[config.mk]
export PLATFORM = sky130hd
export DESIGN_NAME = button_gesture_detector_top_flat
export DESIGN_NICKNAME = d
export VERILOG_FILES = /design/src/rtl/core/bgd_pkg.sv /design/src/rtl/core/bgd_sample_if.sv /design/src/rtl/core/bgd_gesture_if.sv /design/src/rtl/core/button_gesture_detector_top.sv /design/src/flat_wrapper.sv
export VERILOG_INCLUDE_DIRS = /design/src /design/src/rtl/core
export SDC_FILE = /design/constraint.sdc
export NUM_CORES = 1
export LEC_CHECK = 0
export BUFFER_PORTS_ARGS = -buffer_cell sky130_fd_sc_hd__buf_4
export CORE_MARGIN = 5
export CORE_UTILIZATION = 50
export DETAILED_ROUTE_END_ITERATION = 12
export GPL_TIMING_DRIVEN = 0
export PLACE_DENSITY = 0.65
export SLEW_MARGIN = 20
export SYNTH_ARGS = -nofsm -noshare
export SYNTH_HDL_FRONTEND = slang
export SYNTH_SLANG_ARGS = --single-unit
[constraint.sdc]
create_clock -name clk -period 8.62 [get_ports clk]
set_input_delay 1.293 -clock clk [delete_from_list [all_inputs] [get_ports clk]]
set_output_delay 1.293 -clock clk [all_outputs]
set_load 0.01 [all_outputs]
[src/rtl/core/button_gesture_detector_top_assert.svh]
// Assertion macros for the button gesture detector.
// Expects clk and rst in the scope where a macro is used.
`ifndef BUTTON_GESTURE_DETECTOR_TOP_ASSERT_SVH
`define BUTTON_GESTURE_DETECTOR_TOP_ASSERT_SVH

// Same-cycle implication, checked outside reset.
`define BGD_ASSERT_NOW(label, ante, cons, msg) \
  label: assert property (@(posedge clk) disable iff (rst) (ante) |-> (cons)) \
    else $error(msg);

// Next-cycle implication, checked outside reset.
`define BGD_ASSERT_NEXT(label, ante, cons, msg) \
  label: assert property (@(posedge clk) disable iff (rst) (ante) |=> (cons)) \
    else $error(msg);

`endif

[src/rtl/core/bgd_pkg.sv]
// Shared widths, reset values and register indexes of the button gesture detector.
// No dependencies.
package bgd_pkg;

  localparam int TIME_W  = 32;
  localparam int CFG_W   = 16;
  localparam int TALLY_W = 2;
  localparam int CFG_IDX_W = 2;

  localparam logic [CFG_W-1:0] HOLD_TIME_RESET   = CFG_W'(500);
  localparam logic [CFG_W-1:0] DC_TIME_RESET     = CFG_W'(300);
  localparam logic [CFG_W-1:0] DC_TOL_RESET      = CFG_W'(150);

  localparam logic [TALLY_W-1:0] TALLY_NONE  = TALLY_W'(0);
  localparam logic [TALLY_W-1:0] TALLY_ONE   = TALLY_W'(1);
  localparam logic [TALLY_W-1:0] TALLY_TWO   = TALLY_W'(2);
  localparam logic [TALLY_W-1:0] TALLY_THREE = TALLY_W'(3);

  // Configuration register indexes.
  typedef enum logic [CFG_IDX_W-1:0] {
    REG_HOLD_TIME = 2'd0,
    REG_DC_TIME   = 2'd1,
    REG_DC_TOL    = 2'd2
  } cfg_idx_t;

endpackage

[src/rtl/core/bgd_sample_if.sv]
// Sample channel: one button level and timestamp per request.
// Depends on bgd_pkg.
interface bgd_sample_if;
  import bgd_pkg::*;

  logic              valid;
  logic              ready;
  logic              pressed;
  logic [TIME_W-1:0] now_ms;

  modport source (output valid, output pressed, output now_ms, input ready);
  modport sink   (input valid, input pressed, input now_ms, output ready);
endinterface

[src/rtl/core/bgd_gesture_if.sv]
// Gesture channel: five event flags per request.
// No dependencies.
interface bgd_gesture_if;
  logic valid;
  logic ready;
  logic press_event;
  logic release_event;
  logic hold_event;
  logic click_event;
  logic double_click_event;

  modport source (output valid, output press_event, output release_event,
                  output hold_event, output click_event, output double_click_event,
                  input ready);
  modport sink   (input valid, input press_event, input release_event,
                  input hold_event, input click_event, input double_click_event,
                  output ready);
endinterface

[src/rtl/core/button_gesture_detector_top.sv]
// Button gesture detector: press, release, hold, click and double-click flags.
// Depends on bgd_pkg, bgd_sample_if, bgd_gesture_if and the assert macro header.
//
//   channel   direction  contents
//   sample    in         pressed, now_ms
//   gesture   out        press, release, hold, click, double_click events
//   cfg       in         cfg_we, cfg_index, cfg_data (hold, dc time, dc tolerance)
//
// One sample per cycle while the sink keeps up: the timer adds and compares sit
// between the state registers and the gesture output register, with no stage between.
// A sample is taken whenever the output register is empty or drains that cycle.
// rst is synchronous; it clears state, timers and output valid, and loads the
// configuration reset values.
`include "button_gesture_detector_top_assert.svh"

module button_gesture_detector_top (
  input  logic                              clk,
  input  logic                              rst,
  input  logic                              cfg_we,
  input  logic [bgd_pkg::CFG_IDX_W-1:0]     cfg_index,
  input  logic [bgd_pkg::CFG_W-1:0]         cfg_data,
  bgd_sample_if.sink                        sample,
  bgd_gesture_if.source                     gesture
);
  import bgd_pkg::*;

  logic [CFG_W-1:0]   hold_time;
  logic [CFG_W-1:0]   dc_time;
  logic [CFG_W-1:0]   dc_tol;

  logic               prev_press;
  logic               prev_hold;
  logic [TIME_W-1:0]  hold_deadline;
  logic [TIME_W-1:0]  hold_deadline_next;
  logic [TALLY_W-1:0] click_tally;
  logic [TALLY_W-1:0] click_tally_next;
  logic [TIME_W-1:0]  dc_deadline;
  logic [TIME_W-1:0]  dc_deadline_next;

  logic               accept;
  logic               ev_press;
  logic               ev_release;
  logic               ev_hold;
  logic               ev_click;
  logic               ev_double;
  logic [TALLY_W-1:0] tally_inc;
  logic [TIME_W-1:0]  dist_raw;
  logic [TIME_W-1:0]  dist_abs;

  assign sample.ready = !gesture.valid || gesture.ready;
  assign accept       = sample.valid && sample.ready;

  // Configuration writes
  always_ff @(posedge clk) begin
    if (rst) begin
      hold_time <= HOLD_TIME_RESET;
      dc_time   <= DC_TIME_RESET;
      dc_tol    <= DC_TOL_RESET;
    end else if (cfg_we) begin
      unique case (cfg_idx_t'(cfg_index))
        REG_HOLD_TIME: hold_time <= cfg_data;
        REG_DC_TIME:   dc_time   <= cfg_data;
        REG_DC_TOL:    dc_tol    <= cfg_data;
        default: ;
      endcase
    end
  end

  assign dist_raw = sample.now_ms - dc_deadline;
  assign dist_abs = dist_raw[TIME_W-1] ? (TIME_W'(0) - dist_raw) : dist_raw;
  assign tally_inc = click_tally + TALLY_ONE;

  always_comb begin
    ev_press           = sample.pressed;
    ev_release         = 1'b0;
    ev_hold            = 1'b0;
    ev_click           = 1'b0;
    ev_double          = 1'b0;
    hold_deadline_next = hold_deadline;
    click_tally_next   = click_tally;
    dc_deadline_next   = dc_deadline;

    if (sample.pressed) begin
      if (prev_hold) begin
        ev_hold = 1'b1;
      end else if (hold_deadline == '0) begin
        hold_deadline_next = sample.now_ms + TIME_W'(hold_time);
      end else if (sample.now_ms >= hold_deadline) begin
        ev_hold            = 1'b1;
        hold_deadline_next = '0;
      end
    end else if (prev_press) begin
      ev_release         = 1'b1;
      hold_deadline_next = '0;
      ev_click           = !prev_hold;
    end

    if (ev_click) begin
      click_tally_next = tally_inc;
      if (tally_inc == TALLY_ONE) begin
        dc_deadline_next = sample.now_ms + TIME_W'(dc_time);
      end else if (tally_inc == TALLY_TWO && dist_abs < TIME_W'(dc_tol)) begin
        ev_double        = 1'b1;
        click_tally_next = TALLY_NONE;
        dc_deadline_next = '0;
      end else if (tally_inc == TALLY_THREE ||
                   (dc_deadline != '0 && sample.now_ms > dc_deadline)) begin
        // third click or stale window: start over
        click_tally_next = TALLY_NONE;
        dc_deadline_next = '0;
      end
    end
  end

  always_ff @(posedge clk) begin
    if (rst) begin
      prev_press    <= 1'b0;
      prev_hold     <= 1'b0;
      hold_deadline <= '0;
      click_tally   <= TALLY_NONE;
      dc_deadline   <= '0;
    end else if (accept) begin
      prev_press    <= ev_press;
      prev_hold     <= ev_hold;
      hold_deadline <= hold_deadline_next;
      click_tally   <= click_tally_next;
      dc_deadline   <= dc_deadline_next;
    end
  end

  // Output register: hold the result until the sink takes it.
  always_ff @(posedge clk) begin
    if (rst) begin
      gesture.valid <= 1'b0;
    end else if (accept) begin
      gesture.valid <= 1'b1;
    end else if (gesture.ready) begin
      gesture.valid <= 1'b0;
    end
  end

  always_ff @(posedge clk) begin
    if (accept) begin
      gesture.press_event        <= ev_press;
      gesture.release_event      <= ev_release;
      gesture.hold_event         <= ev_hold;
      gesture.click_event        <= ev_click;
      gesture.double_click_event <= ev_double;
    end
  end

  `BGD_ASSERT_NOW(a_tally_never_three, 1'b1, click_tally != TALLY_THREE,
                  "click tally reached three")
  `BGD_ASSERT_NEXT(a_release_stops_hold, accept && !sample.pressed,
                   hold_deadline == '0, "hold timer running after release")
  `BGD_ASSERT_NEXT(a_double_clears, accept && ev_double,
                   click_tally == TALLY_NONE && dc_deadline == '0,
                   "double-click left tally or deadline set")
  `BGD_ASSERT_NOW(a_double_is_click, gesture.valid && gesture.double_click_event,
                  gesture.click_event && gesture.release_event,
                  "double-click flag without click")
  `BGD_ASSERT_NOW(a_hold_needs_press, gesture.valid && gesture.hold_event,
                  gesture.press_event, "hold flag without press")

endmodule
[src/flat_wrapper.sv]
// flat-port wrapper written by rule: the top's interface ports become plain ports
module button_gesture_detector_top_flat import bgd_pkg::*;
  (clk, rst, cfg_we, cfg_index, cfg_data, sample_valid, sample_pressed, sample_now_ms, sample_ready, gesture_valid, gesture_press_event, gesture_release_event, gesture_hold_event, gesture_click_event, gesture_double_click_event, gesture_ready);
  bgd_sample_if sample_i ();
  bgd_gesture_if gesture_i ();
  input  logic clk;
  input  logic rst;
  input  logic cfg_we;
  input  logic [bgd_pkg::CFG_IDX_W-1:0] cfg_index;
  input  logic [bgd_pkg::CFG_W-1:0] cfg_data;
  input wire logic [$bits(sample_i.valid)-1:0] sample_valid;
  input wire logic [$bits(sample_i.pressed)-1:0] sample_pressed;
  input wire logic [$bits(sample_i.now_ms)-1:0] sample_now_ms;
  output wire logic [$bits(sample_i.ready)-1:0] sample_ready;
  output wire logic [$bits(gesture_i.valid)-1:0] gesture_valid;
  output wire logic [$bits(gesture_i.press_event)-1:0] gesture_press_event;
  output wire logic [$bits(gesture_i.release_event)-1:0] gesture_release_event;
  output wire logic [$bits(gesture_i.hold_event)-1:0] gesture_hold_event;
  output wire logic [$bits(gesture_i.click_event)-1:0] gesture_click_event;
  output wire logic [$bits(gesture_i.double_click_event)-1:0] gesture_double_click_event;
  input wire logic [$bits(gesture_i.ready)-1:0] gesture_ready;
  assign sample_i.valid = sample_valid;
  assign sample_i.pressed = sample_pressed;
  assign sample_i.now_ms = sample_now_ms;
  assign sample_ready = sample_i.ready;
  assign gesture_valid = gesture_i.valid;
  assign gesture_press_event = gesture_i.press_event;
  assign gesture_release_event = gesture_i.release_event;
  assign gesture_hold_event = gesture_i.hold_event;
  assign gesture_click_event = gesture_i.click_event;
  assign gesture_double_click_event = gesture_i.double_click_event;
  assign gesture_i.ready = gesture_ready;
  button_gesture_detector_top u_core (.clk(clk), .rst(rst), .cfg_we(cfg_we), .cfg_index(cfg_index), .cfg_data(cfg_data), .sample(sample_i), .gesture(gesture_i));
endmodule
==> impl_metrics.yaml <==
die:
  die_x_um: 162
  die_h_um: 162
  die_area_um2: 26100
  rows: 55
  ios: 63
  initial_core_util_pct: 50.7
  core_area_um2: 22600
final_layout:
  antenna_cells: 0
  instances_no_fill: 1881
  area_growth_pct: 12.1
  seqCellArea_um2: 2490
  num-fill-cells: 2194
  fin_nets: 1757
  multi_input_area_um2: 8270
  drive_gt1_share_pct: 10.2
setup_path:
  crit_path_end_kind: "register"
  crit_chain: "buf_4 -> ha_1 -> clkbuf_1 -> nand2_1 -> a2111oi_0 -> a21boi_1 -> o211a_1 -> o21ba_2 -> xnor2_1 -> clkbuf_1 -> buf_1 -> nor2_1 -> xnor2_1 -> ha_1 -> and3_1 -> nand2_1 -> o21ai_0 -> nor4b_1 -> nand2_1 -> a21oi_1 -> a21bo_2 -> a2111oi_0 -> o211ai_1 -> nor4_1"
  cp-start-kind: "primary input"
  cp_num_buf_inv: 4
  crit_path_max_fanout: 10
  crit_path_max_incr_delay_ns: 0.63
  crit_type: "in2reg"
  crit_family: "compound AO/OA/AOI/OAI gates"
  required_ns: 8.75
  cp.arrival_ns: 8.09
  cp_common_cell: "nand2_1"
  critPathSlowestCell: "nor4_1"
grt:
  busiest_layer: "met2"
  grt_usage_pct: 27.9
  grt_max_degree: 17
  first_global_vias: 11100
  use_met2_pct: 46.0
  overflow: 0
  use_met3_pct: 4.39
  grt_pass1_wl_mm: 59.0
  antenna_found_initial: 0
  grt_use_met1_pct: 38.8
clock_network:
  cts-buffers-inserted: 17
  cts_buffer_depth: 2
  clk_latency_ns: 0.43
  cts_resized: 0
  path_clk_slew_ns: 0.07
  cts_setup_buffers: 0
  cts-root-buf: "clkbuf_16"
  ctsHoldBuffers: 0
  cts_sinks: 122
  cts_tree: "built"
  htreeDepth: 4
outcome:
  status: "completed"
logic_synthesis:
  synth-seq-cells: 122
  syn-num-nets: 1676
  synth_enable_flop_cells: 5
  syn_area_per_cell_um2: 7.64
  ys_seq_area_share_pct: 21.7
  netlist_instances: 1502
  yosysWarnings: 0
  synth_ff_type: "dfxtp_1"
  synth_top_area_cell: "dfxtp_1"
  synth_area_um2: 11500
  synth.top_cell.area_share_pct: 20.4
  synth.top_cells.by_area: "dfxtp_1 (20%), ha_1 (13%), nand2_1 (5.7%)"
  ys_types: 87
  synth_async_sr_flop_share_pct: 0
timing:
  tightest_slew_ns: 1.01
  hold_violations: 0
  finalSetupViolations: 0
  skew_ns: 0.0106
  period_minus_slack_ns: 7.96
  relSlewSlack_pct: 33.0
  slew_viol_final: 0
  rsz0062_at_grt: "false"
  max_freq_ghz: 0.126
  fin_setup_tns_ns: 0
  min_period_over_period_pct: 92.3
route:
  routed_wl_mm: 36.6
  drt_iter0_drc: 927
  dr.pass1.iters: 6
  via_count: 11600
  wl_per_cell_um: 19.5
  antenna_left: 0
  drc: 0
  via_per_inst: 6.15
placed_design:
  numPortBuffers: 62
  place_congestion: 0.918
  place_hpwl_mm: 29.5
  place_inst: 1849
pwr:
  power_frac_comb_pct: 41.0
  p_clk_share_pct: 30.1
  switchingPower_w: 0.000952
  power.density_nw_per_um2: 183
  p_int_w: 0.00140
  finalPower_w: 0.00235
  seq_power_share_pct: 28.9
  leakage_nw: 4.95
  switching_share_pct: 40.5
  ir_worst_vdd_mv: 0.133
job:
  drv_cap: 0
hold_path:
  hold_class: "reg2reg"
## worst register-to-register path: cells and delay by family (launching register included)
family                   cells  cell delay [ns]
AO/OA/AOI/OAI                9             2.56
AND/OR/NAND/NOR              7             1.62
buffers and inverters        4             1.42
XOR/XNOR                     2             0.58
adder cells (fa/ha/maj)      2             0.57
flip-flops                   1             0.37
## flip-flops by register name, indices dropped and copies added (netlist names)
register / cells
u_core.dc_tol: 16
u_core.prev_press: 1
u_core.gesture.valid: 1
u_core.gesture.click_event: 1
u_core.dc_deadline: 32
u_core.hold_deadline: 32
u_core.gesture.hold_event: 1
u_core.dc_time: 16
u_core.click_tally: 2
u_core.gesture.release_event: 1
u_core.gesture.double_click_event: 1
u_core.prev_hold: 1
u_core.hold_time: 16
u_core.gesture.press_event: 1
## kinds of logic after synthesis
logic type / share of synthesized area, %
fa+ha+maj: 13.1
compound gates: 26.4
mux: 1.85
flops: 21.7
simple gates: 23.8
buf+inv: 6.29
xor+xnor: 6.93
## power by group through the flow
| stage | Clock, W | Sequential (W) | Combinational [W] |
|---|---|---|---|
| 6_report | 0.000708 | 0.000681 | 0.000965 |
| 3_3_place_gp | 0 | 0.000690 | 0.000930 |
| 4_1_cts | 0.000710 | 0.000680 | 0.000950 |
| 5_1_grt | 0.000735 | 0.000688 | 0.00108 |
| 2_1_floorplan | 0 | 0.000675 | 0.000684 |
| 3_5_place_dp | 0 | 0.000691 | 0.000943 |
## worst paths after layout
kind                                                          start                                               to  cells after the start  slack (ns)
worst max register to register  u_core.dc_deadline[14]$_SDFFE_PP0P_  u_core.gesture.double_click_event$_SDFFCE_PP0P_                     24        1.21
worst min-delay path                  u_core.dc_tol[6]$_SDFFE_PP0P_                    u_core.dc_tol[6]$_SDFFE_PP0P_                      2        0.46
worst max-delay path                              sample_now_ms[14]  u_core.gesture.double_click_event$_SDFFCE_PP0P_                     24        0.66
worst min register to register        u_core.dc_tol[6]$_SDFFE_PP0P_                    u_core.dc_tol[6]$_SDFFE_PP0P_                      2        0.46
## stage by stage
step | area (um^2) | worst slack (ns) | util (%) | hold slack [ns]
3_5_place_dp | 12300 | 0.572 | 54.3 | 0.451
4_1_cts | 12900 | 0.997 | 56.8 | 0.460
3_3_place_gp | 12300 | 0.592 | 54.3 | 0.444
6_report | 12900 | 0.664 | 56.9 | 0.459
2_1_floorplan | 11500 | 2.16 | - | 0.434
5_1_grt | 12900 | 0.378 | 56.9 | 0.485
## Yosys cell counts, drive strengths merged (8+ instances only)
cell type,instances
o2bb2ai,19
a21o,33
xnor2,42
o22ai,8
dfxtp,117
a32oi,13
nor2b,10
nor4,28
a211oi,19
inv,113
ha,115
xor2,48
nand2,174
nor3,43
buf,21
o21bai,13
a31oi,12
a221oi,9
nand2b,9
clkbuf,49
a211o,8
nand4,31
nand3,52
o211ai,22
and3,23
or2,10
mux2i,19
a2111oi,8
or3,9
o31ai,22
nand3b,9
a21oi,123
o21ai,69
and2,11
nor2,94
## cells in the final DEF, fill, tap and decap left out, drive strengths merged, types with 10 or more instances in the layout
cell     Yosys  routed
mux2i       19      19
nor2b       10      10
ha         115     115
o21bai      13      13
inv        113     120
xor2        48      48
nor2        94      94
buf         21      83
o21ai       69      69
nand3       52      52
a21o        33      33
or2         10      10
a21oi      123     123
nand4       31      31
o31ai       22      22
clkbuf      49      67
nor4        28      28
nand2      174     174
and2        11      11
a211oi      19      19
xnor2       42      42
o2bb2ai     19      19
dfxtp      117     117
nor3        43      43
and3        23      23
a31oi       12      12
a32oi       13      13
o211ai      22      22
## per-layer routing
metal	part of all wire, %	vias up
li1	-	5696
met5	0	-
met1	47	5490
met4	1.4	0
met3	5.9	45
met2	46	339
## cell type report
class	instances	share of cell area [%]
well taps	285	2.77
flip-flops and latches	122	19.4
plain buffers	70	2.31
clock buffers	18	3.33
clock inverters	14	1.05
multi-input cells	1197	64.3
inverters	113	3.30
repair buffers	62	3.62
Note: power is estimated with default switching activity, not from simulation.
